$ cat src/sv/plkc_pkg.sv
`timescale 1ns / 1ps
`default_nettype none
// ----------------------------------------------------------------------------
// plkc_pkg
// Shared types and constants of the piecewise-linear key compressor.
// ----------------------------------------------------------------------------
package plkc_pkg;

  localparam int KEY_W    = 32;
  localparam int SLOPE_W  = 48;
  localparam int NUM_W    = 33;
  localparam int DEN_W    = 5;
  localparam int EB_W     = 7;
  localparam int WIDTH_W  = 4;

  localparam logic [EB_W-1:0]    EB_RESET   = 7'd127;
  localparam logic [31:0]        SEG_COST   = 32'd104;
  localparam logic [SLOPE_W-1:0] SLOPE_ONES = {SLOPE_W{1'b1}};

  localparam logic KIND_HDR  = 1'b0;
  localparam logic KIND_BYTE = 1'b1;

  // Register index decode: bit 2 of the byte address selects the register.
  localparam logic CFG_IDX_EB = 1'b0;

  typedef struct packed {
    logic             start;
    logic [NUM_W-1:0] num;
    logic [DEN_W-1:0] den;
  } div_req_t;

  typedef struct packed {
    logic               done;
    logic [SLOPE_W-1:0] quo;
  } div_rsp_t;

  typedef struct packed {
    logic               item_kind;
    logic [7:0]         packed_byte;
    logic [31:0]        segment_first_index;
    logic [SLOPE_W-1:0] segment_slope;
    logic [WIDTH_W-1:0] code_width;
    logic [31:0]        segment_first_byte;
    logic [31:0]        running_bits;
    logic               run_last;
  } out_t;

endpackage
`default_nettype wire

$ cat src/sv/plkc_in_if.sv
`timescale 1ns / 1ps
`default_nettype none
// ----------------------------------------------------------------------------
// plkc_in_if
// Key request channel: valid/ready with key and end marker.
// ----------------------------------------------------------------------------
interface plkc_in_if;
  logic        valid;
  logic        ready;
  logic [31:0] key_value;
  logic        end_of_keys;

  modport source (output valid, output key_value, output end_of_keys, input ready);
  modport sink   (input valid, input key_value, input end_of_keys, output ready);
endinterface
`default_nettype wire

$ cat src/sv/plkc_out_if.sv
`timescale 1ns / 1ps
`default_nettype none
// ----------------------------------------------------------------------------
// plkc_out_if
// Result request channel: valid/ready with header or packed byte fields.
// ----------------------------------------------------------------------------
interface plkc_out_if;
  logic        valid;
  logic        ready;
  logic        item_kind;
  logic [7:0]  packed_byte;
  logic [31:0] segment_first_index;
  logic [47:0] segment_slope;
  logic [3:0]  code_width;
  logic [31:0] segment_first_byte;
  logic [31:0] running_bits;
  logic        run_last;

  modport source (output valid, output item_kind, output packed_byte,
                  output segment_first_index, output segment_slope, output code_width,
                  output segment_first_byte, output running_bits, output run_last,
                  input ready);
  modport sink   (input valid, input item_kind, input packed_byte,
                  input segment_first_index, input segment_slope, input code_width,
                  input segment_first_byte, input running_bits, input run_last,
                  output ready);
endinterface
`default_nettype wire

$ cat src/sv/plkc_ram.sv
`timescale 1ns / 1ps
`default_nettype none
// ----------------------------------------------------------------------------
// plkc_ram
// Generic single-write, single-read RAM with registered read data.
// ----------------------------------------------------------------------------
module plkc_ram #(
  parameter int WIDTH = 32,
  parameter int DEPTH = 32
) (
  input  wire logic                     clk,
  input  wire logic                     we,
  input  wire logic [$clog2(DEPTH)-1:0] waddr,
  input  wire logic [WIDTH-1:0]         wdata,
  input  wire logic [$clog2(DEPTH)-1:0] raddr,
  output      logic [WIDTH-1:0]         rdata_r
);

  logic [WIDTH-1:0] mem [DEPTH];

  always_ff @(posedge clk) begin
    if (we) begin
      mem[waddr] <= wdata;
    end
    rdata_r <= mem[raddr];
  end

endmodule
`default_nettype wire

$ cat src/sv/plkc_div.sv
`timescale 1ns / 1ps
`default_nettype none
// ----------------------------------------------------------------------------
// plkc_div
// Bit-serial restoring divider: saturate((num << FRAC_BITS) / den).
// ----------------------------------------------------------------------------
module plkc_div #(
  parameter int FRAC_BITS = 16
) (
  input  wire logic              clk,
  input  wire logic              rst_n,
  input  wire plkc_pkg::div_req_t req,
  output      plkc_pkg::div_rsp_t rsp
);

  localparam int NW = plkc_pkg::NUM_W + FRAC_BITS;
  localparam int CW = $clog2(NW + 1);
  localparam int DW = plkc_pkg::DEN_W;

  logic          busy_r, busy_nxt;
  logic          done_r, done_nxt;
  logic [CW-1:0] cnt_r, cnt_nxt;
  logic [NW-1:0] dvd_r, dvd_nxt;
  logic [NW-1:0] quo_r, quo_nxt;
  logic [DW:0]   rem_r, rem_nxt;
  logic [DW-1:0] den_r, den_nxt;
  logic [DW:0]   rem_sh;
  logic          ge;
  logic [63:0]   qx;

  always_comb begin
    rem_sh   = {rem_r[DW-1:0], dvd_r[NW-1]};
    ge       = rem_sh >= {1'b0, den_r};
    busy_nxt = busy_r;
    done_nxt = 1'b0;
    cnt_nxt  = cnt_r;
    dvd_nxt  = dvd_r;
    quo_nxt  = quo_r;
    rem_nxt  = rem_r;
    den_nxt  = den_r;
    if (req.start) begin
      busy_nxt = 1'b1;
      cnt_nxt  = CW'(NW);
      dvd_nxt  = NW'(req.num) << FRAC_BITS;
      quo_nxt  = '0;
      rem_nxt  = '0;
      den_nxt  = req.den;
    end else if (busy_r) begin
      rem_nxt = ge ? (rem_sh - {1'b0, den_r}) : rem_sh;
      quo_nxt = {quo_r[NW-2:0], ge};
      dvd_nxt = dvd_r << 1;
      cnt_nxt = cnt_r - CW'(1);
      if (cnt_r == CW'(1)) begin
        busy_nxt = 1'b0;
        done_nxt = 1'b1;
      end
    end
  end

  always_ff @(posedge clk) begin
    if (!rst_n) begin
      busy_r <= 1'b0;
      done_r <= 1'b0;
    end else begin
      busy_r <= busy_nxt;
      done_r <= done_nxt;
    end
    cnt_r <= cnt_nxt;
    dvd_r <= dvd_nxt;
    quo_r <= quo_nxt;
    rem_r <= rem_nxt;
    den_r <= den_nxt;
  end

  always_comb begin
    qx       = 64'(quo_r);
    rsp.done = done_r;
    rsp.quo  = (qx[63:plkc_pkg::SLOPE_W] != '0) ? plkc_pkg::SLOPE_ONES
                                                : qx[plkc_pkg::SLOPE_W-1:0];
  end

endmodule
`default_nettype wire

$ cat src/sv/piecewise_linear_key_compressor_unit.sv
`timescale 1ns / 1ps
`default_nettype none
// ----------------------------------------------------------------------------
// piecewise_linear_key_compressor_unit
// Shrinking-cone piecewise-linear compressor for a stream of 32-bit keys.
// ----------------------------------------------------------------------------
//  Channel   Direction  Handshake          Carries
//  in_if     sink       valid/ready        key_value, end_of_keys
//  out_if    source     valid/ready        header or packed delta byte
//  cfg (APB) slave      psel/penable, rdy  error_bound at byte address 0
//
// A joining key takes up to three serial divisions: point slope, then upper and
// lower cone bound. A close walks the key RAM twice: RD1 and PR1 per key for the
// code width, then RD2, PR2 and EMIT per key plus an EMIT per packed byte, and
// the bytes go out one per cycle while out_if is ready. Reset is synchronous
// and active low; no clearing pass is needed. A stalled out_if holds the byte
// emitter; in_if is ready only while no request is in work.
// ----------------------------------------------------------------------------
module piecewise_linear_key_compressor_unit #(
  parameter int MAX_SEGMENT         = 32,
  parameter int SLOPE_FRACTION_BITS = 16
) (
  input  wire logic        clk,
  input  wire logic        rst_n,
  plkc_in_if.sink          in_if,
  plkc_out_if.source       out_if,
  input  wire logic        psel,
  input  wire logic        penable,
  input  wire logic        pwrite,
  input  wire logic [2:0]  paddr,
  input  wire logic [31:0] pwdata,
  output      logic [31:0] prdata,
  output      logic        pready
);

  localparam int AW      = $clog2(MAX_SEGMENT);
  localparam int CNT_W   = $clog2(MAX_SEGMENT + 1);
  localparam int SW      = plkc_pkg::SLOPE_W;
  localparam int PACC_W  = SW + AW;

  localparam logic [3:0] ST_IDLE  = 4'd0;
  localparam logic [3:0] ST_DIV   = 4'd1;
  localparam logic [3:0] ST_JOIN  = 4'd2;
  localparam logic [3:0] ST_CLOSE = 4'd3;
  localparam logic [3:0] ST_RD1   = 4'd4;
  localparam logic [3:0] ST_PR1   = 4'd5;
  localparam logic [3:0] ST_HDR   = 4'd6;
  localparam logic [3:0] ST_RD2   = 4'd7;
  localparam logic [3:0] ST_PR2   = 4'd8;
  localparam logic [3:0] ST_EMIT  = 4'd9;
  localparam logic [3:0] ST_POST  = 4'd10;

  localparam logic [1:0] SEL_PT = 2'd0;
  localparam logic [1:0] SEL_HI = 2'd1;
  localparam logic [1:0] SEL_LO = 2'd2;

  // Architectural state.
  logic [3:0]                 state_r, state_nxt;
  logic [CNT_W-1:0]           count_r, count_nxt;
  logic [31:0]                origin_key_r, origin_key_nxt;
  logic [31:0]                origin_pos_r, origin_pos_nxt;
  logic [31:0]                next_pos_r, next_pos_nxt;
  logic [SW-1:0]              upper_r, upper_nxt;
  logic [SW-1:0]              lower_r, lower_nxt;
  logic [31:0]                byte_off_r, byte_off_nxt;
  logic [31:0]                bit_total_r, bit_total_nxt;
  logic [plkc_pkg::EB_W-1:0]  eb_r, eb_nxt;

  // Per-request working registers.
  logic [31:0]                key_r, key_nxt;
  logic                       last_r, last_nxt;
  logic [31:0]                pos_r, pos_nxt;
  logic [31:0]                diff_r, diff_nxt;
  logic [SW-1:0]              hi_r, hi_nxt;
  logic [SW-1:0]              lo_r, lo_nxt;
  logic [1:0]                 sel_r, sel_nxt;
  logic                       start_pend_r, start_pend_nxt;
  logic                       close_final_r, close_final_nxt;
  logic [AW-1:0]              idx_r, idx_nxt;
  logic [PACC_W-1:0]          pacc_r, pacc_nxt;
  logic signed [63:0]         pred_r, pred_nxt;
  logic [63:0]                maxmag_r, maxmag_nxt;
  logic [SW-1:0]              slope_r, slope_nxt;
  logic [3:0]                 width_r, width_nxt;
  logic [15:0]                acc_r, acc_nxt;
  logic [4:0]                 nacc_r, nacc_nxt;
  logic                       lastkey_r, lastkey_nxt;
  logic                       ov_r, ov_nxt;
  plkc_pkg::out_t             opay_r, opay_nxt;

  plkc_pkg::div_req_t         div_req;
  plkc_pkg::div_rsp_t         div_rsp;

  logic                       ram_we;
  logic [AW-1:0]              ram_waddr;
  logic [31:0]                ram_rdata;

  logic [32:0]                in_diff;
  logic                       in_pos;
  logic                       slot_free;
  logic                       cfg_wr;
  logic signed [63:0]         dv;
  logic [63:0]                mag;
  logic                       dv_pos;
  logic [2:0]                 cw;
  logic [3:0]                 width_c;
  logic [8:0]                 code_mask;
  logic [8:0]                 code9;
  logic [AW-1:0]              idx_end;
  logic                       in_cone;

  plkc_ram #(.WIDTH(32), .DEPTH(MAX_SEGMENT)) u_keys (
    .clk     (clk),
    .we      (ram_we),
    .waddr   (ram_waddr),
    .wdata   (key_r),
    .raddr   (idx_r),
    .rdata_r (ram_rdata)
  );

  plkc_div #(.FRAC_BITS(SLOPE_FRACTION_BITS)) u_div (
    .clk   (clk),
    .rst_n (rst_n),
    .req   (div_req),
    .rsp   (div_rsp)
  );

  // The configuration port never waits; reads return the bound in the low bits.
  assign pready = 1'b1;
  assign cfg_wr = psel && penable && pwrite && (paddr[2] == plkc_pkg::CFG_IDX_EB);
  assign prdata = (paddr[2] == plkc_pkg::CFG_IDX_EB) ? 32'(eb_r) : 32'd0;

  assign in_if.ready = (state_r == ST_IDLE);
  assign slot_free   = !ov_r || out_if.ready;
  assign in_diff     = {1'b0, in_if.key_value} - {1'b0, origin_key_r};
  assign in_pos      = !in_diff[32] && (in_diff[31:0] != 32'd0);
  assign in_cone     = (div_rsp.quo > lower_r) && (upper_r > div_rsp.quo);
  assign idx_end     = AW'(count_r - CNT_W'(1));

  // Delta of the key read from RAM against the registered prediction.
  always_comb begin
    dv     = pred_r - $signed(64'(ram_rdata));
    mag    = dv[63] ? 64'(-dv) : 64'(dv);
    dv_pos = !dv[63] && (dv != 64'sd0);
  end

  // Code width from the largest magnitude: 2 up to 1, else ceil(log2)+2, cap 9.
  always_comb begin
    cw = 3'd0;
    if (maxmag_r > 64'd1) begin
      for (int j = 0; j < 7; j++) begin
        if ((cw == 3'(j)) && ((64'd1 << j) < maxmag_r)) begin
          cw = 3'(j + 1);
        end
      end
    end
    width_c = {1'b0, cw} + 4'd2;
  end

  always_comb begin
    code_mask = (9'd1 << (width_r - 4'd1)) - 9'd1;
    code9     = (9'(mag[7:0]) & code_mask) | (dv_pos ? (9'd1 << (width_r - 4'd1)) : 9'd0);
  end

  always_comb begin
    state_nxt       = state_r;
    count_nxt       = count_r;
    origin_key_nxt  = origin_key_r;
    origin_pos_nxt  = origin_pos_r;
    next_pos_nxt    = next_pos_r;
    upper_nxt       = upper_r;
    lower_nxt       = lower_r;
    byte_off_nxt    = byte_off_r;
    bit_total_nxt   = bit_total_r;
    eb_nxt          = cfg_wr ? pwdata[plkc_pkg::EB_W-1:0] : eb_r;
    key_nxt         = key_r;
    last_nxt        = last_r;
    pos_nxt         = pos_r;
    diff_nxt        = diff_r;
    hi_nxt          = hi_r;
    lo_nxt          = lo_r;
    sel_nxt         = sel_r;
    start_pend_nxt  = start_pend_r;
    close_final_nxt = close_final_r;
    idx_nxt         = idx_r;
    pacc_nxt        = pacc_r;
    pred_nxt        = pred_r;
    maxmag_nxt      = maxmag_r;
    slope_nxt       = slope_r;
    width_nxt       = width_r;
    acc_nxt         = acc_r;
    nacc_nxt        = nacc_r;
    lastkey_nxt     = lastkey_r;
    ov_nxt          = slot_free ? 1'b0 : ov_r;
    opay_nxt        = opay_r;
    div_req.start   = 1'b0;
    div_req.num     = {1'b0, diff_r};
    div_req.den     = plkc_pkg::DEN_W'(count_r);
    ram_we          = 1'b0;
    ram_waddr       = AW'(count_r);

    case (state_r)
      ST_IDLE: begin
        if (in_if.valid) begin
          key_nxt      = in_if.key_value;
          last_nxt     = in_if.end_of_keys;
          pos_nxt      = next_pos_r;
          next_pos_nxt = next_pos_r + 32'd1;
          diff_nxt     = in_diff[31:0];
          if (count_r == '0) begin
            // No open segment: the key starts one.
            start_pend_nxt = 1'b1;
            state_nxt      = ST_POST;
          end else if (in_pos) begin
            div_req.start = 1'b1;
            div_req.num   = {1'b0, in_diff[31:0]};
            sel_nxt       = SEL_PT;
            state_nxt     = ST_DIV;
          end else begin
            // Key not above the origin: outside the cone.
            start_pend_nxt  = 1'b1;
            close_final_nxt = !in_if.end_of_keys;
            state_nxt       = ST_CLOSE;
          end
        end
      end
      ST_DIV: begin
        if (div_rsp.done) begin
          case (sel_r)
            SEL_PT: begin
              if (in_cone) begin
                div_req.start = 1'b1;
                div_req.num   = {1'b0, diff_r} + 33'(eb_r);
                sel_nxt       = SEL_HI;
              end else begin
                start_pend_nxt  = 1'b1;
                close_final_nxt = !last_r;
                state_nxt       = ST_CLOSE;
              end
            end
            SEL_HI: begin
              hi_nxt = div_rsp.quo;
              if (diff_r > 32'(eb_r)) begin
                div_req.start = 1'b1;
                div_req.num   = {1'b0, diff_r} - 33'(eb_r);
                sel_nxt       = SEL_LO;
              end else begin
                lo_nxt    = '0;
                state_nxt = ST_JOIN;
              end
            end
            default: begin
              lo_nxt    = div_rsp.quo;
              state_nxt = ST_JOIN;
            end
          endcase
        end
      end
      ST_JOIN: begin
        if (upper_r > hi_r) begin
          upper_nxt = hi_r;
        end
        if (lo_r > lower_r) begin
          lower_nxt = lo_r;
        end
        ram_we    = 1'b1;
        ram_waddr = AW'(count_r);
        count_nxt = count_r + CNT_W'(1);
        if (last_r || (count_r + CNT_W'(1) == CNT_W'(MAX_SEGMENT))) begin
          close_final_nxt = 1'b1;
          state_nxt       = ST_CLOSE;
        end else begin
          state_nxt = ST_IDLE;
        end
      end
      ST_CLOSE: begin
        // Midpoint of the cone, or unit slope for a single key.
        slope_nxt  = (count_r > CNT_W'(1)) ?
                     SW'(({1'b0, upper_r} + {1'b0, lower_r}) >> 1) :
                     (SW'(1) << SLOPE_FRACTION_BITS);
        idx_nxt    = '0;
        pacc_nxt   = '0;
        maxmag_nxt = '0;
        state_nxt  = ST_RD1;
      end
      ST_RD1: begin
        pred_nxt  = $signed(64'(origin_key_r) + 64'(pacc_r >> SLOPE_FRACTION_BITS));
        pacc_nxt  = pacc_r + PACC_W'(slope_r);
        state_nxt = ST_PR1;
      end
      ST_PR1: begin
        if (mag > maxmag_r) begin
          maxmag_nxt = mag;
        end
        if (idx_r == idx_end) begin
          state_nxt = ST_HDR;
        end else begin
          idx_nxt   = idx_r + AW'(1);
          state_nxt = ST_RD1;
        end
      end
      ST_HDR: begin
        if (slot_free) begin
          bit_total_nxt = bit_total_r + 32'(10'(width_c) * 10'(count_r)) + plkc_pkg::SEG_COST;
          ov_nxt                       = 1'b1;
          opay_nxt                     = '0;
          opay_nxt.item_kind           = plkc_pkg::KIND_HDR;
          opay_nxt.segment_first_index = origin_pos_r;
          opay_nxt.segment_slope       = slope_r;
          opay_nxt.code_width          = width_c;
          opay_nxt.segment_first_byte  = byte_off_r;
          opay_nxt.running_bits        = bit_total_nxt;
          width_nxt = width_c;
          acc_nxt   = '0;
          nacc_nxt  = '0;
          pacc_nxt  = '0;
          idx_nxt   = '0;
          state_nxt = ST_RD2;
        end
      end
      ST_RD2: begin
        pred_nxt  = $signed(64'(origin_key_r) + 64'(pacc_r >> SLOPE_FRACTION_BITS));
        pacc_nxt  = pacc_r + PACC_W'(slope_r);
        state_nxt = ST_PR2;
      end
      ST_PR2: begin
        acc_nxt     = acc_r | (16'(code9) << nacc_r);
        nacc_nxt    = nacc_r + 5'(width_r);
        lastkey_nxt = (idx_r == idx_end);
        state_nxt   = ST_EMIT;
      end
      ST_EMIT: begin
        if (nacc_r >= 5'd8) begin
          if (slot_free) begin
            ov_nxt               = 1'b1;
            opay_nxt             = '0;
            opay_nxt.item_kind   = plkc_pkg::KIND_BYTE;
            opay_nxt.packed_byte = acc_r[7:0];
            opay_nxt.run_last    = close_final_r && lastkey_r && (nacc_r == 5'd8);
            acc_nxt              = acc_r >> 8;
            nacc_nxt             = nacc_r - 5'd8;
            byte_off_nxt         = byte_off_r + 32'd1;
          end
        end else if (!lastkey_r) begin
          idx_nxt   = idx_r + AW'(1);
          state_nxt = ST_RD2;
        end else if (nacc_r != 5'd0) begin
          // Trailing partial byte, zero padded.
          if (slot_free) begin
            ov_nxt               = 1'b1;
            opay_nxt             = '0;
            opay_nxt.item_kind   = plkc_pkg::KIND_BYTE;
            opay_nxt.packed_byte = acc_r[7:0];
            opay_nxt.run_last    = close_final_r;
            nacc_nxt             = '0;
            byte_off_nxt         = byte_off_r + 32'd1;
          end
        end else begin
          count_nxt = '0;
          upper_nxt = plkc_pkg::SLOPE_ONES;
          lower_nxt = '0;
          state_nxt = ST_POST;
        end
      end
      ST_POST: begin
        if (start_pend_r) begin
          ram_we         = 1'b1;
          ram_waddr      = '0;
          count_nxt      = CNT_W'(1);
          origin_key_nxt = key_r;
          origin_pos_nxt = pos_r;
          upper_nxt      = plkc_pkg::SLOPE_ONES;
          lower_nxt      = '0;
          start_pend_nxt = 1'b0;
          if (last_r) begin
            close_final_nxt = 1'b1;
            state_nxt       = ST_CLOSE;
          end else begin
            state_nxt = ST_IDLE;
          end
        end else begin
          state_nxt = ST_IDLE;
        end
      end
      default: begin
        state_nxt = ST_IDLE;
      end
    endcase
  end

  always_ff @(posedge clk) begin
    if (!rst_n) begin
      state_r       <= ST_IDLE;
      count_r       <= '0;
      origin_key_r  <= '0;
      origin_pos_r  <= '0;
      next_pos_r    <= '0;
      upper_r       <= plkc_pkg::SLOPE_ONES;
      lower_r       <= '0;
      byte_off_r    <= '0;
      bit_total_r   <= '0;
      eb_r          <= plkc_pkg::EB_RESET;
      start_pend_r  <= 1'b0;
      close_final_r <= 1'b0;
      ov_r          <= 1'b0;
    end else begin
      state_r       <= state_nxt;
      count_r       <= count_nxt;
      origin_key_r  <= origin_key_nxt;
      origin_pos_r  <= origin_pos_nxt;
      next_pos_r    <= next_pos_nxt;
      upper_r       <= upper_nxt;
      lower_r       <= lower_nxt;
      byte_off_r    <= byte_off_nxt;
      bit_total_r   <= bit_total_nxt;
      eb_r          <= eb_nxt;
      start_pend_r  <= start_pend_nxt;
      close_final_r <= close_final_nxt;
      ov_r          <= ov_nxt;
    end
  end

  always_ff @(posedge clk) begin
    key_r     <= key_nxt;
    last_r    <= last_nxt;
    pos_r     <= pos_nxt;
    diff_r    <= diff_nxt;
    hi_r      <= hi_nxt;
    lo_r      <= lo_nxt;
    sel_r     <= sel_nxt;
    idx_r     <= idx_nxt;
    pacc_r    <= pacc_nxt;
    pred_r    <= pred_nxt;
    maxmag_r  <= maxmag_nxt;
    slope_r   <= slope_nxt;
    width_r   <= width_nxt;
    acc_r     <= acc_nxt;
    nacc_r    <= nacc_nxt;
    lastkey_r <= lastkey_nxt;
    opay_r    <= opay_nxt;
  end

  assign out_if.valid               = ov_r;
  assign out_if.item_kind           = opay_r.item_kind;
  assign out_if.packed_byte         = opay_r.packed_byte;
  assign out_if.segment_first_index = opay_r.segment_first_index;
  assign out_if.segment_slope       = opay_r.segment_slope;
  assign out_if.code_width          = opay_r.code_width;
  assign out_if.segment_first_byte  = opay_r.segment_first_byte;
  assign out_if.running_bits        = opay_r.running_bits;
  assign out_if.run_last            = opay_r.run_last;

`ifndef SYNTHESIS
  // A full buffer always closes before the next key is taken.
  a_count_bound: assert property (@(posedge clk) disable iff (!rst_n)
    (state_r == ST_IDLE) |-> (count_r < CNT_W'(MAX_SEGMENT)))
    else $error("segment count reached its limit while idle");

  // The divider answers only while the sequencer waits for it.
  a_div_owner: assert property (@(posedge clk) disable iff (!rst_n)
    div_rsp.done |-> (state_r == ST_DIV))
    else $error("divider result with no division pending");

  // The packing accumulator never holds more than two bytes.
  a_nacc_bound: assert property (@(posedge clk) disable iff (!rst_n)
    (state_r == ST_EMIT) |-> (nacc_r <= 5'd16))
    else $error("packing accumulator overflow");
`endif

endmodule
`default_nettype wire
$ cat src/flat_wrapper.sv
// flat-port wrapper written by rule: the top's interface ports become plain ports
module piecewise_linear_key_compressor_unit_flat 
#(
  parameter int MAX_SEGMENT         = 32,
  parameter int SLOPE_FRACTION_BITS = 16
)
  (clk, rst_n, psel, penable, pwrite, paddr, pwdata, prdata, pready, in_if_valid, in_if_key_value, in_if_end_of_keys, in_if_ready, out_if_valid, out_if_item_kind, out_if_packed_byte, out_if_segment_first_index, out_if_segment_slope, out_if_code_width, out_if_segment_first_byte, out_if_running_bits, out_if_run_last, out_if_ready);
  plkc_in_if in_if_i ();
  plkc_out_if out_if_i ();
  input  wire logic clk;
  input  wire logic rst_n;
  input  wire logic psel;
  input  wire logic penable;
  input  wire logic pwrite;
  input  wire logic [2:0] paddr;
  input  wire logic [31:0] pwdata;
  output      logic [31:0] prdata;
  output      logic pready;
  input wire logic [$bits(in_if_i.valid)-1:0] in_if_valid;
  input wire logic [$bits(in_if_i.key_value)-1:0] in_if_key_value;
  input wire logic [$bits(in_if_i.end_of_keys)-1:0] in_if_end_of_keys;
  output wire logic [$bits(in_if_i.ready)-1:0] in_if_ready;
  output wire logic [$bits(out_if_i.valid)-1:0] out_if_valid;
  output wire logic [$bits(out_if_i.item_kind)-1:0] out_if_item_kind;
  output wire logic [$bits(out_if_i.packed_byte)-1:0] out_if_packed_byte;
  output wire logic [$bits(out_if_i.segment_first_index)-1:0] out_if_segment_first_index;
  output wire logic [$bits(out_if_i.segment_slope)-1:0] out_if_segment_slope;
  output wire logic [$bits(out_if_i.code_width)-1:0] out_if_code_width;
  output wire logic [$bits(out_if_i.segment_first_byte)-1:0] out_if_segment_first_byte;
  output wire logic [$bits(out_if_i.running_bits)-1:0] out_if_running_bits;
  output wire logic [$bits(out_if_i.run_last)-1:0] out_if_run_last;
  input wire logic [$bits(out_if_i.ready)-1:0] out_if_ready;
  assign in_if_i.valid = in_if_valid;
  assign in_if_i.key_value = in_if_key_value;
  assign in_if_i.end_of_keys = in_if_end_of_keys;
  assign in_if_ready = in_if_i.ready;
  assign out_if_valid = out_if_i.valid;
  assign out_if_item_kind = out_if_i.item_kind;
  assign out_if_packed_byte = out_if_i.packed_byte;
  assign out_if_segment_first_index = out_if_i.segment_first_index;
  assign out_if_segment_slope = out_if_i.segment_slope;
  assign out_if_code_width = out_if_i.code_width;
  assign out_if_segment_first_byte = out_if_i.segment_first_byte;
  assign out_if_running_bits = out_if_i.running_bits;
  assign out_if_run_last = out_if_i.run_last;
  assign out_if_i.ready = out_if_ready;
  piecewise_linear_key_compressor_unit #(.MAX_SEGMENT(MAX_SEGMENT), .SLOPE_FRACTION_BITS(SLOPE_FRACTION_BITS)) u_core (.clk(clk), .rst_n(rst_n), .in_if(in_if_i), .out_if(out_if_i), .psel(psel), .penable(penable), .pwrite(pwrite), .paddr(paddr), .pwdata(pwdata), .prdata(prdata), .pready(pready));
endmodule
$ cat config.mk
export PLATFORM = sky130hd
export DESIGN_NAME = piecewise_linear_key_compressor_unit_flat
export DESIGN_NICKNAME = d
export VERILOG_FILES = /design/src/sv/plkc_pkg.sv /design/src/sv/plkc_in_if.sv /design/src/sv/plkc_out_if.sv /design/src/sv/plkc_ram.sv /design/src/sv/plkc_div.sv /design/src/sv/piecewise_linear_key_compressor_unit.sv /design/src/flat_wrapper.sv
export SDC_FILE = /design/constraint.sdc
export NUM_CORES = 2
export LEC_CHECK = 0
export ABC_AREA = 0
export BUFFER_PORTS_ARGS = -buffer_cell sky130_fd_sc_hd__buf_4
export CORE_UTILIZATION = 60
export CTS_BUF_LIST = sky130_fd_sc_hd__clkbuf_2
export DETAILED_ROUTE_END_ITERATION = 16
export MAX_ROUTING_LAYER = met4
export PLACE_DENSITY = 0.77
export SETUP_SLACK_MARGIN = 0.1
export SKIP_LAST_GASP = 1
export SLEW_MARGIN = 20
export SYNTH_ARGS = -nofsm -noshare
export SYNTH_HDL_FRONTEND = slang
export SYNTH_SLANG_ARGS = --single-unit
$ cat constraint.sdc
create_clock -name clk -period 24.1 [get_ports clk]
set_input_delay 4.82 -clock clk [delete_from_list [all_inputs] [get_ports clk]]
set_output_delay 4.82 -clock clk [all_outputs]
set_load 0.03 [all_outputs]
==> results.cfg <==
[run_status]
status = finished clean

[floorplan]
row_count = 147
initial_utilization_pct = 60.4
coreArea_um2 = 161000
dieWidth_um = 404
die-area_um2 = 163000
pin_count = 268
die_y_um = 404

[synthesis]
synth_xor_area_share_pct = 2.89
synthArstFlopShare_pct = 0
synth_top_family_by_area = simple AND/OR/NAND/NOR gates
synthAdderAreaFrac_pct = 7.03
synth.cell_area_um2 = 97100
synth_cell_types = 112
synth-seq-area-share_pct = 58.7
ys.flop_type = edfxtp_1
yosysWarnings = 0
synth-compound-area-share_pct = 9.00
synthMuxAreaShare_pct = 8.65
synth-seq-cells = 2019
synthCells = 7585
syn_area_per_cell_um2 = 12.8
synth_edf_count = 1649
yosys.area_share.simple_pct = 10.7

[setup_path]
crit-reg2reg-launch = u_core.maxmag_r[11]$_SDFFCE_PN0P_
critPathMaxFanout = 8
slowest_stage = buf_4
critPathLaunch = paddr[2]
crit_path_cell_trace = buf_4 -> nor2b_1 -> buf_4
cp.required_ns = 19.28
endpoint_kind = output port
crit_type = input port to output port
crit_arrival_ns = 5.23
crit_family = buffers and inverters
startpoint_type = input port
crit_top_cell = buf_4
regToRegSetupSlack_ns = 16.53
cp_slowest_stage_delay_ns = 0.16
path_buf_inv = 2

[finish]
nNetsFinal = 8724
area_delta_synth_final_pct = 9.21
final_layout_size_suffix_gt1_share_pct = 18.5
design_area_um2 = 106000
fill_cells = 11700

[sta]
fin_crit_sh_pct = 41.7
min_period_ns = 10.05
hold_slack_ns = 0.431
rsz0062_at_grt = no
tightest_slew_ns = 1.34
drv_slew = 0
max_freq_mhz = 99.5
skew_ns = 0.333
finalSetupViolCount = 0
finalSetupTns_ns = 0
finalHoldViolCount = 0
slew_headroom_pct = 10.9

[clock_tree]
path_clk_slew_ns = 0.09
cts_made_buffers = 496
h-tree-depth = 5
clkSinkCount = 2019
cts_buffer_depth = 4
root_buffer = clkbuf_2
cts_tree = built
clk_latency_ns = 2.12
cts.repair.resized = 0
cts.hold.buffers_added = 0
post-cts-setup-buffers = 0

[global_routing]
groute.usage.overall_pct = 32.2
grt_antenna_before_repair = 12
grt_pass1_vias = 64200
grt_max_degree = 162
overflow = 0
grt_pass1_wl_mm = 382

[placed_design]
gp_routability_congestion = 0.987
port_buffers = 214
place_area_um2 = 101000
hpwl_mm = 165

[min_path]
hp-class = flop to flop
min_from = u_core.hi_r[41]$_DFFE_PP_

[power]
switchingPower_mw = 3.30
p_seq_share_pct = 48.1
power_frac_comb_pct = 28.1
ir_worst_vdd_v = 0.0000680
pwr-share-clk_pct = 23.9
power.leakage_nw = 39.2
p_per_area_nw_per_um2 = 88.6
sw_frac_of_total_pct = 35.1
p_int_mw = 6.10

[routing]
drt_pass1_iterations = 6
drt_iter0_markers = 7024
drc_errors = 0
routed_wl_mm = 257
antenna_left = 0
num_vias = 65500
via_per_inst = 6.12
wl_per_cell_um = 24.0

[job]
max-cap-violations = 0
registers in the layout (all words and copies together), names as in the netlist, 49 cells and up:
signal	cells
u_core.u_div.quo_r	49
u_core.pacc_r	53
u_core.maxmag_r	64
u_core.u_keys.mem	1024
synth_stat cells, drive strengths merged, types with 38 or more instances:
master  instances  share of area (%)
dfxtp         370                7.6
a21o          177                1.4
nor2          744                2.9
and2          207                1.3
nand2         484                1.9
nor3           95               0.50
o21a           52               0.40
mux2i          74               0.78
or3            49               0.32
o21ai         268                1.4
a31oi          68               0.46
ha            505                6.5
o22ai          65               0.42
a21oi         411                2.1
xnor2         153                1.4
xor2          167                1.5
nand2b         78               0.50
nor2b          69               0.44
nor4           52               0.36
nand3         126               0.65
and3           50               0.32
a22oi          64               0.50
mux2           38               0.44
nand4         108               0.71
buf            82               0.47
inv           425                1.6
clkbuf        253               0.98
edfxtp       1649                 51
mux4          320                7.4
final cells by class:
class	count	area (um^2)	area share, %
sequential	2019	56900	53.7
multi-input combinational	4853	37600	35.5
clock buffer	757	3790	3.57
tap	2160	2700	2.55
timing repair buffer	321	2620	2.47
inverter	428	1610	1.52
clock inverter	152	666	0.628
antenna	14	35.0	0.0331
path summary, 6_finish.rpt:
check | endpoint | cells after the start
max | prdata[0] | 3
min | u_core.upper_r[41]$_SDFFE_PN1P_ | 2
max reg2reg | u_core.bit_total_r[25]$_SDFFE_PN0P_ | 25
min reg2reg | u_core.upper_r[41]$_SDFFE_PN1P_ | 2
logic make-up (layout without fill, tap and decap cells):
group / count (synthesis) / after routing
compound gates: 1366 / 1366
xor+xnor: 320 / 320
fa+ha+maj: 530 / 530
buf+inv: 763 / 1658
flops: 2019 / 2019
mux: 432 / 432
other cells: 2 / 66
simple gates: 2153 / 2153
placed cells by master (no fill, tap or decap), types with 50 or more instances in the layout:
cell type | synthesis | final
nor2b_1 | 69 | 69
a31oi_1 | 66 | 66
xnor2_1 | 153 | 153
mux4_2 | 320 | 320
o21a_1 | 52 | 50
and2_1 | 205 | 204
nand4_1 | 107 | 107
nor2_1 | 740 | 705
a21oi_1 | 410 | 407
mux2i_1 | 72 | 72
nand3_1 | 126 | 125
a22oi_1 | 64 | 64
inv_1 | 423 | 422
o22ai_1 | 65 | 65
o21ai_0 | 241 | 241
edfxtp_1 | 1649 | 1649
xor2_1 | 167 | 167
nand2b_1 | 78 | 78
ha_1 | 505 | 505
dfxtp_1 | 370 | 369
conb_1 | 2 | 52
nor3_1 | 94 | 93
a21o_1 | 177 | 177
clkinv_1 | 3 | 126
clkbuf_2 | 0 | 757
buf_4 | 27 | 301
nand2_1 | 483 | 482
worst reg2reg max path, cell delays in order (launching register included):
cell and delay (ns):
edfxtp_1 0.41, nor4_1 0.49, nand4_1 0.20, nor4_1 0.74, nand2_1 0.17, nor2_1 0.34
inv_1 0.17, ha_1 0.42, and2_1 0.23, fa_1 0.50, fa_1 0.52, fa_1 0.49
ha_1 0.33, a21oi_1 0.10, o21ai_0 0.16, a21oi_1 0.12, o21ai_0 0.15, a21oi_1 0.12
o21ai_0 0.20, a21oi_1 0.16, nor2_1 0.35, nand3_1 0.37, nor2_1 0.38, nand3_1 0.14
xor2_1 0.16, nor2_1 0.05
stage by stage:
step | util, % | power (mW) | instances | worst slack [ns]
6_report | 66.0 | 9.39 | 10700 | 14.05
5_1_grt | 66.0 | 9.89 | 10700 | 14.01
2_1_floorplan | - | 6.35 | 7635 | 10.85
4_1_cts | 65.8 | 9.38 | 10700 | 14.05
3_3_place_gp | 63.0 | 7.06 | 9765 | 13.12
3_5_place_dp | 63.0 | 7.15 | 9765 | 13.11
layer usage:
layer / wire (um) / vias to the layer above / part of all wire (%) / GRT usage [%]
met5: 0 / - / 0 / -
met4: 12200 / 0 / 4.7 / 15.3
met3: 24800 / 618 / 9.6 / 6.20
met2: 122000 / 3294 / 47 / 50.3
met1: 98400 / 31900 / 38 / 40.8
li1: - / 29700 / - / -
power groups by stage:
stage	Clock (mW)	Combinational (mW)	Sequential [mW]
after floorplan	0	1.84	4.51
after global placement	0	2.45	4.61
after detailed placement	0	2.52	4.63
after CTS	2.29	2.54	4.55
after global routing	2.45	2.90	4.54
final	2.24	2.64	4.51
(Power assumes the default switching activity.)
